==> src/rtl/sha1_pkg.sv <==
// Shared constants, types and round functions for the SHA-1 engine.
package sha1_pkg;

  localparam int unsigned QueueDepth = 4;
  localparam int unsigned BlockBytes = 64;

  localparam logic [0:0] OP_DATA   = 1'b0;
  localparam logic [0:0] OP_FINISH = 1'b1;

  localparam logic [31:0] K0 = 32'h5A827999;
  localparam logic [31:0] K1 = 32'h6ED9EBA1;
  localparam logic [31:0] K2 = 32'h8F1BBCDC;
  localparam logic [31:0] K3 = 32'hCA62C1D6;

  localparam logic [31:0] H0_INIT = 32'h67452301;
  localparam logic [31:0] H1_INIT = 32'hEFCDAB89;
  localparam logic [31:0] H2_INIT = 32'h98BADCFE;
  localparam logic [31:0] H3_INIT = 32'h10325476;
  localparam logic [31:0] H4_INIT = 32'hC3D2E1F0;

  localparam logic [7:0] PAD_BYTE = 8'h80;

  typedef struct packed {
    logic [0:0] op;
    logic [7:0] data_byte;
  } cmd_t;

  function automatic logic [31:0] round_f(input logic [6:0] t, input logic [31:0] b,
                                          input logic [31:0] c, input logic [31:0] d);
    logic [31:0] r;
    if (t < 7'd20) r = (b & c) | (~b & d);
    else if (t < 7'd40) r = b ^ c ^ d;
    else if (t < 7'd60) r = (b & c) | (b & d) | (c & d);
    else r = b ^ c ^ d;
    return r;
  endfunction

  function automatic logic [31:0] round_k(input logic [6:0] t);
    logic [31:0] r;
    if (t < 7'd20) r = K0;
    else if (t < 7'd40) r = K1;
    else if (t < 7'd60) r = K2;
    else r = K3;
    return r;
  endfunction

endpackage

==> src/rtl/sha1_front.sv <==
// Input command queue between the stream port and the hash core.
module sha1_front (
  input  logic                clk,
  input  logic                rst,
  input  logic                in_valid,
  output logic                in_ready,
  input  sha1_pkg::cmd_t      in_cmd,
  output logic                q_valid,
  input  logic                q_ready,
  output sha1_pkg::cmd_t      q_cmd
);
  import sha1_pkg::*;

  localparam int unsigned PtrW = $clog2(QueueDepth);

  cmd_t           slots [QueueDepth];
  logic [PtrW-1:0] wr_ptr;
  logic [PtrW-1:0] rd_ptr;
  logic [PtrW:0]   count;
  logic            push;
  logic            pop;

  assign in_ready = (count != (PtrW+1)'(QueueDepth));
  assign q_valid  = (count != '0);
  assign q_cmd    = slots[rd_ptr];
  assign push     = in_valid && in_ready;
  assign pop      = q_valid && q_ready;

  always_ff @(posedge clk) begin
    if (push) begin
      slots[wr_ptr] <= in_cmd;
    end
    if (rst) begin
      wr_ptr <= '0;
      rd_ptr <= '0;
      count  <= '0;
    end else begin
      if (push) wr_ptr <= wr_ptr + 1'b1;
      if (pop) rd_ptr <= rd_ptr + 1'b1;
      count <= count + (PtrW+1)'(push) - (PtrW+1)'(pop);
    end
  end

`ifndef SYNTHESIS
  a_no_overflow: assert property (@(posedge clk) disable iff (rst)
    count <= (PtrW+1)'(QueueDepth)) else $error("queue count overflow");
  a_count_track: assert property (@(posedge clk) disable iff (rst)
    push && !pop |=> count == $past(count) + 1'b1) else $error("queue count slip");
  a_empty_pop: assert property (@(posedge clk) disable iff (rst)
    count == '0 |-> !pop) else $error("pop from empty queue");
`endif

endmodule

==> src/rtl/sha1_core.sv <==
// Block buffer, padding sequencer, 80-round compression and digest output.
module sha1_core (
  input  logic           clk,
  input  logic           rst,
  input  logic           q_valid,
  output logic           q_ready,
  input  sha1_pkg::cmd_t q_cmd,
  output logic           out_valid,
  input  logic           out_ready,
  output logic [31:0]    digest_word,
  output logic [2:0]     word_index,
  output logic           last_word
);
  import sha1_pkg::*;

  localparam logic [2:0] S_IDLE  = 3'd0;
  localparam logic [2:0] S_PAD   = 3'd1;
  localparam logic [2:0] S_LEN   = 3'd2;
  localparam logic [2:0] S_ROUND = 3'd3;
  localparam logic [2:0] S_FOLD  = 3'd4;
  localparam logic [2:0] S_EMIT  = 3'd5;

  logic [2:0]   state;
  logic [60:0]  byte_count;
  logic [5:0]   pos;
  logic [31:0]  h [5];
  logic [31:0]  a, b, c, d, e;
  logic [31:0]  w [16];
  logic [6:0]   t;
  logic         finishing;
  logic         second_pass;
  logic [2:0]   emit_idx;
  logic [63:0]  bit_len;
  logic [31:0]  w_new;
  logic [31:0]  w_cur;
  logic [31:0]  tmp;
  logic [7:0]   put_byte;
  logic         put_en;

  assign bit_len = {byte_count, 3'b000};
  assign w_cur   = (t < 7'd16) ? w[0] :
                   {w_new[30:0], w_new[31]};
  assign w_new   = w[13] ^ w[8] ^ w[2] ^ w[0];
  assign tmp     = {a[26:0], a[31:27]} + round_f(t, b, c, d) + e + round_k(t) + w_cur;

  assign q_ready     = (state == S_IDLE);
  assign out_valid   = (state == S_EMIT);
  assign digest_word = h[emit_idx];
  assign word_index  = emit_idx;
  assign last_word   = (emit_idx == 3'd4);

  // byte insertion into word buffer at pos (big-endian in each word)
  always_comb begin
    put_en   = 1'b0;
    put_byte = 8'h00;
    if (state == S_IDLE && q_valid && q_cmd.op == OP_DATA) begin
      put_en = 1'b1;
      put_byte = q_cmd.data_byte;
    end else if (state == S_PAD) begin
      put_en = 1'b1;
      put_byte = second_pass ? 8'h00 : (finishing ? 8'h00 : PAD_BYTE);
    end
  end

  always_ff @(posedge clk) begin
    if (rst) begin
      state       <= S_IDLE;
      byte_count  <= '0;
      pos         <= '0;
      finishing   <= 1'b0;
      second_pass <= 1'b0;
      emit_idx    <= '0;
      t           <= '0;
      h[0] <= H0_INIT; h[1] <= H1_INIT; h[2] <= H2_INIT;
      h[3] <= H3_INIT; h[4] <= H4_INIT;
    end else begin
      if (put_en) begin
        unique case (pos[1:0])
          2'd0: w[pos[5:2]][31:24] <= put_byte;
          2'd1: w[pos[5:2]][23:16] <= put_byte;
          2'd2: w[pos[5:2]][15:8]  <= put_byte;
          default: w[pos[5:2]][7:0] <= put_byte;
        endcase
      end
      unique case (state)
        S_IDLE: begin
          if (q_valid) begin
            if (q_cmd.op == OP_DATA) begin
              byte_count <= byte_count + 1'b1;
              pos <= pos + 1'b1;
              if (pos == 6'd63) begin
                state <= S_ROUND;
                t <= '0;
                a <= h[0]; b <= h[1]; c <= h[2]; d <= h[3]; e <= h[4];
              end
            end else begin
              state <= S_PAD;
              second_pass <= 1'b0;
              finishing <= 1'b0;
            end
          end
        end
        S_PAD: begin
          // first pad byte is 0x80 (zero on the second pass); zeros follow up to byte 55, or to the end of the block
          finishing <= 1'b1;
          pos <= pos + 1'b1;
          if (pos == 6'd63) begin
            state <= S_ROUND;
            t <= '0;
            a <= h[0]; b <= h[1]; c <= h[2]; d <= h[3]; e <= h[4];
          end else if (pos == 6'd55 && !second_pass) begin
            state <= S_LEN;
          end else if (pos == 6'd55) begin
            state <= S_LEN;
          end
        end
        S_LEN: begin
          w[14] <= bit_len[63:32];
          w[15] <= bit_len[31:0];
          second_pass <= 1'b1;
          pos <= '0;
          state <= S_ROUND;
          t <= '0;
          a <= h[0]; b <= h[1]; c <= h[2]; d <= h[3]; e <= h[4];
        end
        S_ROUND: begin
          for (int i = 0; i < 15; i++) w[i] <= w[i+1];
          w[15] <= w_cur;
          e <= d; d <= c; c <= {b[1:0], b[31:2]}; b <= a; a <= tmp;
          t <= t + 1'b1;
          if (t == 7'd79) state <= S_FOLD;
        end
        S_FOLD: begin
          h[0] <= h[0] + a; h[1] <= h[1] + b; h[2] <= h[2] + c;
          h[3] <= h[3] + d; h[4] <= h[4] + e;
          if (!finishing) begin
            state <= S_IDLE;
          end else if (second_pass) begin
            state <= S_EMIT;
            emit_idx <= '0;
          end else begin
            // padding overflowed the block: zero block then length
            second_pass <= 1'b1;
            pos <= '0;
            state <= S_PAD;
          end
        end
        S_EMIT: begin
          if (out_ready) begin
            emit_idx <= emit_idx + 1'b1;
            if (emit_idx == 3'd4) begin
              state <= S_IDLE;
              byte_count <= '0;
              pos <= '0;
              finishing <= 1'b0;
              second_pass <= 1'b0;
              h[0] <= H0_INIT; h[1] <= H1_INIT; h[2] <= H2_INIT;
              h[3] <= H3_INIT; h[4] <= H4_INIT;
            end
          end
        end
        default: state <= S_IDLE;
      endcase
    end
  end

`ifndef SYNTHESIS
  a_emit_range: assert property (@(posedge clk) disable iff (rst)
    out_valid |-> emit_idx <= 3'd4) else $error("digest index out of range");
  a_round_end: assert property (@(posedge clk) disable iff (rst)
    state == S_ROUND && t == 7'd79 |=> state == S_FOLD) else $error("round count slip");
  a_emit_hold: assert property (@(posedge clk) disable iff (rst)
    out_valid && !out_ready |=> out_valid && $stable(emit_idx)) else $error("emit dropped");
`endif

endmodule

==> src/rtl/sha1_hash_engine.sv <==
// Top level of the SHA-1 engine: input queue and hash core.
//   channel | dir | tdata                          | tuser/tlast
//   s_axis  | in  | [7:0] data_byte                | tuser: op
//   m_axis  | out | [31:0] digest_word,[34:32] idx | tlast: last_word
// A data byte is taken in S_IDLE; the 64th byte of a block starts the 80 rounds and the fold.
// Finish pads up to byte 56, writes the length, hashes the block, emits five digest words;
// from byte 56 up it pads and hashes this block first, then a padded block with the length.
// rst is synchronous and restores the standard initial hash values.
// A four-entry queue takes input while the core hashes or m_axis stalls, until it fills.
module sha1_hash_engine (
  input  logic        clk,
  input  logic        rst,
  input  logic        s_axis_tvalid,
  output logic        s_axis_tready,
  input  logic [7:0]  s_axis_tdata,   // [7:0] data_byte
  input  logic        s_axis_tuser,   // [0] op
  output logic        m_axis_tvalid,
  input  logic        m_axis_tready,
  output logic [39:0] m_axis_tdata,   // [31:0] digest_word, [34:32] word_index
  output logic        m_axis_tlast
);
  import sha1_pkg::*;

  cmd_t        in_cmd;
  cmd_t        q_cmd;
  logic        q_valid;
  logic        q_ready;
  logic [31:0] digest_word;
  logic [2:0]  word_index;

  assign in_cmd.op        = s_axis_tuser;
  assign in_cmd.data_byte = s_axis_tdata;
  assign m_axis_tdata     = {5'b0, word_index, digest_word};

  sha1_front u_front (
    .clk, .rst,
    .in_valid(s_axis_tvalid), .in_ready(s_axis_tready), .in_cmd,
    .q_valid, .q_ready, .q_cmd
  );

  sha1_core u_core (
    .clk, .rst,
    .q_valid, .q_ready, .q_cmd,
    .out_valid(m_axis_tvalid), .out_ready(m_axis_tready),
    .digest_word, .word_index, .last_word(m_axis_tlast)
  );

endmodule
==> config.mk <==
export PLATFORM = sky130hd
export DESIGN_NAME = sha1_hash_engine
export DESIGN_NICKNAME = d
export VERILOG_FILES = /design/src/rtl/sha1_pkg.sv /design/src/rtl/sha1_front.sv /design/src/rtl/sha1_core.sv /design/src/rtl/sha1_hash_engine.sv
export SDC_FILE = /design/constraint.sdc
export NUM_CORES = 2
export LEC_CHECK = 0
export BUFFER_PORTS_ARGS = -buffer_cell sky130_fd_sc_hd__buf_2
export CORE_AREA = 3 3 332 334
export CTS_BUF_LIST = sky130_fd_sc_hd__clkbuf_4 sky130_fd_sc_hd__clkbuf_8
export DETAILED_ROUTE_END_ITERATION = 10
export DIE_AREA = 0 0 335 337
export GPL_TIMING_DRIVEN = 0
export PLACE_DENSITY = 0.67
export SLEW_MARGIN = 10
export SYNTH_ARGS = -nofsm -noshare
export SYNTH_HDL_FRONTEND = slang
export SYNTH_HIERARCHICAL = 1
export SYNTH_SLANG_ARGS = --single-unit
export TNS_END_PERCENT = 1
==> constraint.sdc <==
create_clock -name clk -period 26.7 [get_ports clk]
set_input_delay 5.34 -clock clk [delete_from_list [all_inputs] [get_ports clk]]
set_output_delay 5.34 -clock clk [all_outputs]
set_load 0.05 [all_outputs]
* Word level (Yosys, flattened, before mapping) *
Memory sizes are Yosys's and may differ from the RTL's. A register that Yosys moved wholly into a read port is not among the register bits.
Index checks and enable logic that the tools add are counted.

storage, ports and cells
  input bits = 13
  output and inout port bits = 43
  RAM bits = 708
  word-level logic and storage cells = 238
  memories kept = 3
  register bits = 249

operators by class
  order comparisons = 4
  muxes and demuxes = 125
  add/subtract/negate cells = 17
  bitwise gates (word level) = 27
  reduce and logical (&&, ||, !) cells = 24
  eq/ne operators = 23

memory list
  name           depth  width  rd ports  clocked after memory_dff  wr ports  line              RTL
  u_core.w       16     32     16        0                         16        sha1_core.sv:28   logic [31:0] w [16];
  u_core.h       5      32     6         1                         5         sha1_core.sv:26   logic [31:0] h [5];
  u_front.slots  4      9      1         1                         1         sha1_front.sv:16  cmd_t slots [QueueDepth];

operators by type and width
  cell                   number
  $mux 32                34
  $pmux 32 s4            5
  $add 32x32->32         9
  $mux 61                4
  $xor 32x32->32         5
  $and 32x32->32         4
  $pmux 61 s2            1
  $or 32x32->32          3
  $add 61x1->61 const B  1
  $mux 3                 16
  $mux 1                 41
  $mux 6                 6
  $mux 8                 4
  $not 32->32            1
  $reduce_or 32->1       1
  $mux 31                1
  $pmux 6 s5             1
  $pmux 7 s4             1
  $mux 7                 3
  $pmux 3 s6             1
  $lt 7x5->1 const B     2
  $lt 7x6->1 const B     2
  $ne 2x1->1 const B     7
  $eq 6x6->1 const B     2
  other kinds (37)       65

* Logic depth before layout (Yosys ltp) *
  depth after elaboration = 11
  depth in mapped cells = 24
  depth with buffers taken out = 21

* Hierarchy *
The synthesis kept the hierarchy.

by module, submodules not included
  module            cells each  seq. area each (um^2)  instances  area each (um^2)
  sha1_core         5149        26685.6                1          51874.8
  sha1_front        96          1261.2                 1          1790.5
  sha1_hash_engine  6           0.0                    1          41.3

* Worst setup path before layout *
No wires, ideal clock.

  kind = input to register
  start = input rst
  end = register u_core.a[0], enable pin
  data required time = 26.001 ns
  setup time = 0.699 ns
  stages = 3
  slack = 13.279 ns
  buffers on the path = 2
  data arrival time = 12.722 ns
  cells stage by stage = clkbuf_1 -> clkbuf_1 -> nor2b_1

on the way
  cells in the longest elaborated chain, start to end = 2

ends and longest elaborated chain
  item                               line                    RTL
  start, declared                    sha1_hash_engine.sv:12  input logic rst,
  $not 1->1 (no source line)         n/a
  $reduce_and 4->1 (no source line)  n/a
  end signal, assigned               sha1_core.sv:94         a <= h[0]; b <= h[1]; c <= h[2]; d <= h[3]; e <= h[4];
  end signal, assigned               sha1_core.sv:110        a <= h[0]; b <= h[1]; c <= h[2]; d <= h[3]; e <= h[4];
  end signal, assigned               sha1_core.sv:124        a <= h[0]; b <= h[1]; c <= h[2]; d <= h[3]; e <= h[4];
  end, declared                      sha1_core.sv:27         logic [31:0] a, b, c, d, e;

No other way between the ends.
A chain may end at the register's enable or synchronous reset.

==> reports/results.ini <==
[critical_path]
required_ns=21.36
r2r_cells=21
end_kind=primary output
r2r_end=u_core/a[23]$_DFFE_PP_
crit_fanout=10
path_class=flop to primary output
r2r-start=u_core/t[4]$_SDFFE_PP0P_
cp-start-kind=flop
arrival_ns=3.92
r2r_setup_slack_ns=18.23

[final_layout]
area_delta_synth_final_pct=10.75
fin_nets=5839
drive_gt1_frac=0.07985
final_cell_area_um2=59480
final_cell_mix=nand2_1, edfxtp_1, nor2_1
mostFrequentLayoutCell=nand2_1
fillCellCount=9415
multiInputGateArea_um2=23880
final-seq-area_um2=27950

[floorplan]
io_pins=56
die_w_um=335
die_area_um2=112900
core_area_um2=107200
initial_core_util=0.5010
die_height_um=337
num_rows=120

[place]
port-buffer-count=49
dp_slack_ns=17.91
dpl-instance-area_um2=56060
dp_hpwl_um=136500
gp_congestion=1.004

[timing]
timing.final.crit_share=0.3470
finalSetupTns_ns=0
grt_setup_unrepaired=no
fmax_ghz=0.1079
period_minus_slack_ns=9.264
tightest_slew_ns=1.438
relSlewSlack=0.04123
hold_violations=0
fin_worst_skew_ns=0.05318
setup_viol=0
drv_slew=0
setup_ws_ns=17.44

[worst_hold_path]
min_path_type=flop to flop
min_path_cells=2
min_to=u_core/w[13][26]$_DFFE_PP_
min_from=u_core/w[14][26]$_DFFE_PP_

[synthesis]
synth_edf_count=868
synth-main-ff-cell=edfxtp_1
netlist-cell-type-count=88
async_flop_share=0
syn_avg_cell_area_um2=10.23
syn_area_um2=53710
ys_seq_area_frac=0.5204
yosysWarnings=6
synthCells=5251
ys_ff_latch=962

[clocking]
clock_latency_ns=0.86
root_buffer=clkbuf_8
ctsResizeCount=0
htreeDepth=4
cts_tree=built
cts_buffer_depth=3
path_clk_slew_ns=0.06
postCtsSetupRepairBufs=0
clock-sinks=962
cts_hold_buf=0
cts_buffers=167

[power_and_ir_drop]
finalPower_uw=5060
ir_drop_uv=62.36
leakage_uw=0.02396
p_per_area_nw_per_um2=85.06

[drt]
wirelength_um=180100
wl_per_cell_um=25.63
ant_nets=0
drt-vias-per-instance=6.015
drc_errors=0
first_pass_iters=9
vias=42290
drt-initial-drc-count=5860

[grt]
grt_pass1_vias=39360
grt_max_degree=57
grt_overflow_total=0
grt_pass1_wl_um=260400
use_met2=0.4456
gr-usage-met3=0.09076
use_met1=0.4600
busiest_layer=met1
antenna_found_initial=7
grt.total_usage=0.3170

[flow_run]
maxCapViolCount=0

[status]
status=finished, final reports clean

synth_stat cells (all sizes together) (7+ instances only):
cell | count | share of area
nand2 | 1493 | 0.10
edfxtp | 868 | 0.49
o21ai | 317 | 0.030
nor2 | 309 | 0.022
inv | 258 | 0.018
clkbuf | 230 | 0.016
a21oi | 229 | 0.021
ha | 208 | 0.048
xnor2 | 186 | 0.030
fa | 126 | 0.047
xor2 | 114 | 0.019
dfxtp | 94 | 0.035
a21o | 81 | 0.011
mux2i | 68 | 0.013
nand3 | 61 | 0.0057
nor3 | 61 | 0.0058
mux4 | 41 | 0.017
o21a | 38 | 0.0053
and3 | 37 | 0.0043
mux2 | 34 | 0.0072
nor2b | 34 | 0.0040
nand4 | 33 | 0.0041
a31oi | 26 | 0.0030
nand2b | 25 | 0.0029
a211oi | 23 | 0.0032
and2 | 20 | 0.0024
o21bai | 20 | 0.0028
a221o | 18 | 0.0034
buf | 18 | 0.0019
or3 | 18 | 0.0021
o221ai | 14 | 0.0023
o211ai | 13 | 0.0018
nor4 | 12 | 0.0014
nor3b | 11 | 0.0015
a21boi | 10 | 0.0016
o31ai | 9 | 0.0013
o31a | 8 | 0.0013
or2 | 8 | 0.00093
or4 | 7 | 0.0010
flip-flops by register name, indices dropped and copies added (netlist names), named ones only:
signal and cells:
u_core/e 32, u_core/pos 6, u_front/rd_ptr 2, u_core/t 7
u_core/d 32, u_core/h 160, u_core/w 512, u_core/byte_count 61
u_front/wr_ptr 2, u_front/count 3, u_core/finishing 1, u_core/c 32
u_core/second_pass 1, u_front/slots 36, u_core/b 32, u_core/word_index 3
u_core/a 32, u_core/state 3
cell type report:
| cell class | instances | area share |
|---|---|---|
| inverter | 259 | 0.01634 |
| multi-input combinational | 3786 | 0.4014 |
| sequential | 962 | 0.4698 |
| antenna | 4 | 0.0001683 |
| clock inverter | 83 | 0.01193 |
| tap | 1403 | 0.02951 |
| timing repair buffer | 68 | 0.009171 |
| buffer | 248 | 0.01634 |
| clock buffer | 217 | 0.04527 |
worst max-delay path by stage:
stage	slack (ns)	endpoint	start	depth (start not counted)
after global routing	17.27	m_axis_tdata[13]	flop	5
final	17.44	m_axis_tdata[14]	flop	5
after global placement	8.21	u_core/c[27]$_DFFE_PP_	rst	3
after detailed placement	17.91	u_core/w[15][2]$_DFFE_PP_	rst	7
after floorplan	13.28	u_core/a[0]$_DFFE_PP_	rst	3
after CTS	17.39	m_axis_tdata[14]	flop	5
logic make-up after synthesis:
kind of cell | share of synthesized area
other | 0.00006982
XOR/XNOR | 0.04892
AO/OA/AOI/OAI | 0.09685
AND/OR/NAND/NOR | 0.1650
flip-flops | 0.5204
multiplexers | 0.03707
adder cells (fa/ha/maj) | 0.09561
buffers and inverters | 0.03611
layer usage:
layer,share of wire,vias up,wire (um)
met5,0.00015,-,27
met4,0.043,4,7786
met3,0.14,382,24790
met2,0.41,2675,73910
met1,0.41,20530,73640
li1,-,18700,-
critical path, stage by stage (launching register included):
cell      delay [ns]
dfxtp_1         0.30
clkbuf_1        0.67
buf_1           0.84
mux4_2          0.69
mux2_2          0.35
buf_2           0.23
through the flow:
step | hold slack [ns] | cells | util
after floorplan | 0.4581 | 5255 | -
after CTS | 0.4963 | 7025 | 0.5546
after detailed placement | 0.4827 | 6725 | 0.5229
after global placement | 0.4664 | 6707 | 0.5198
after global routing | 0.5272 | 7027 | 0.5548
final | 0.4886 | 7030 | 0.5549
report_power, final:
part	internal, uW	switching, uW	leakage, uW
Sequential	1890	69.5	0.00852
Clock	768	641	0.00178
Combinational	527	1170	0.0137
Total	3180	1880	0.0240
Note: power is estimated with default switching activity, not from simulation.
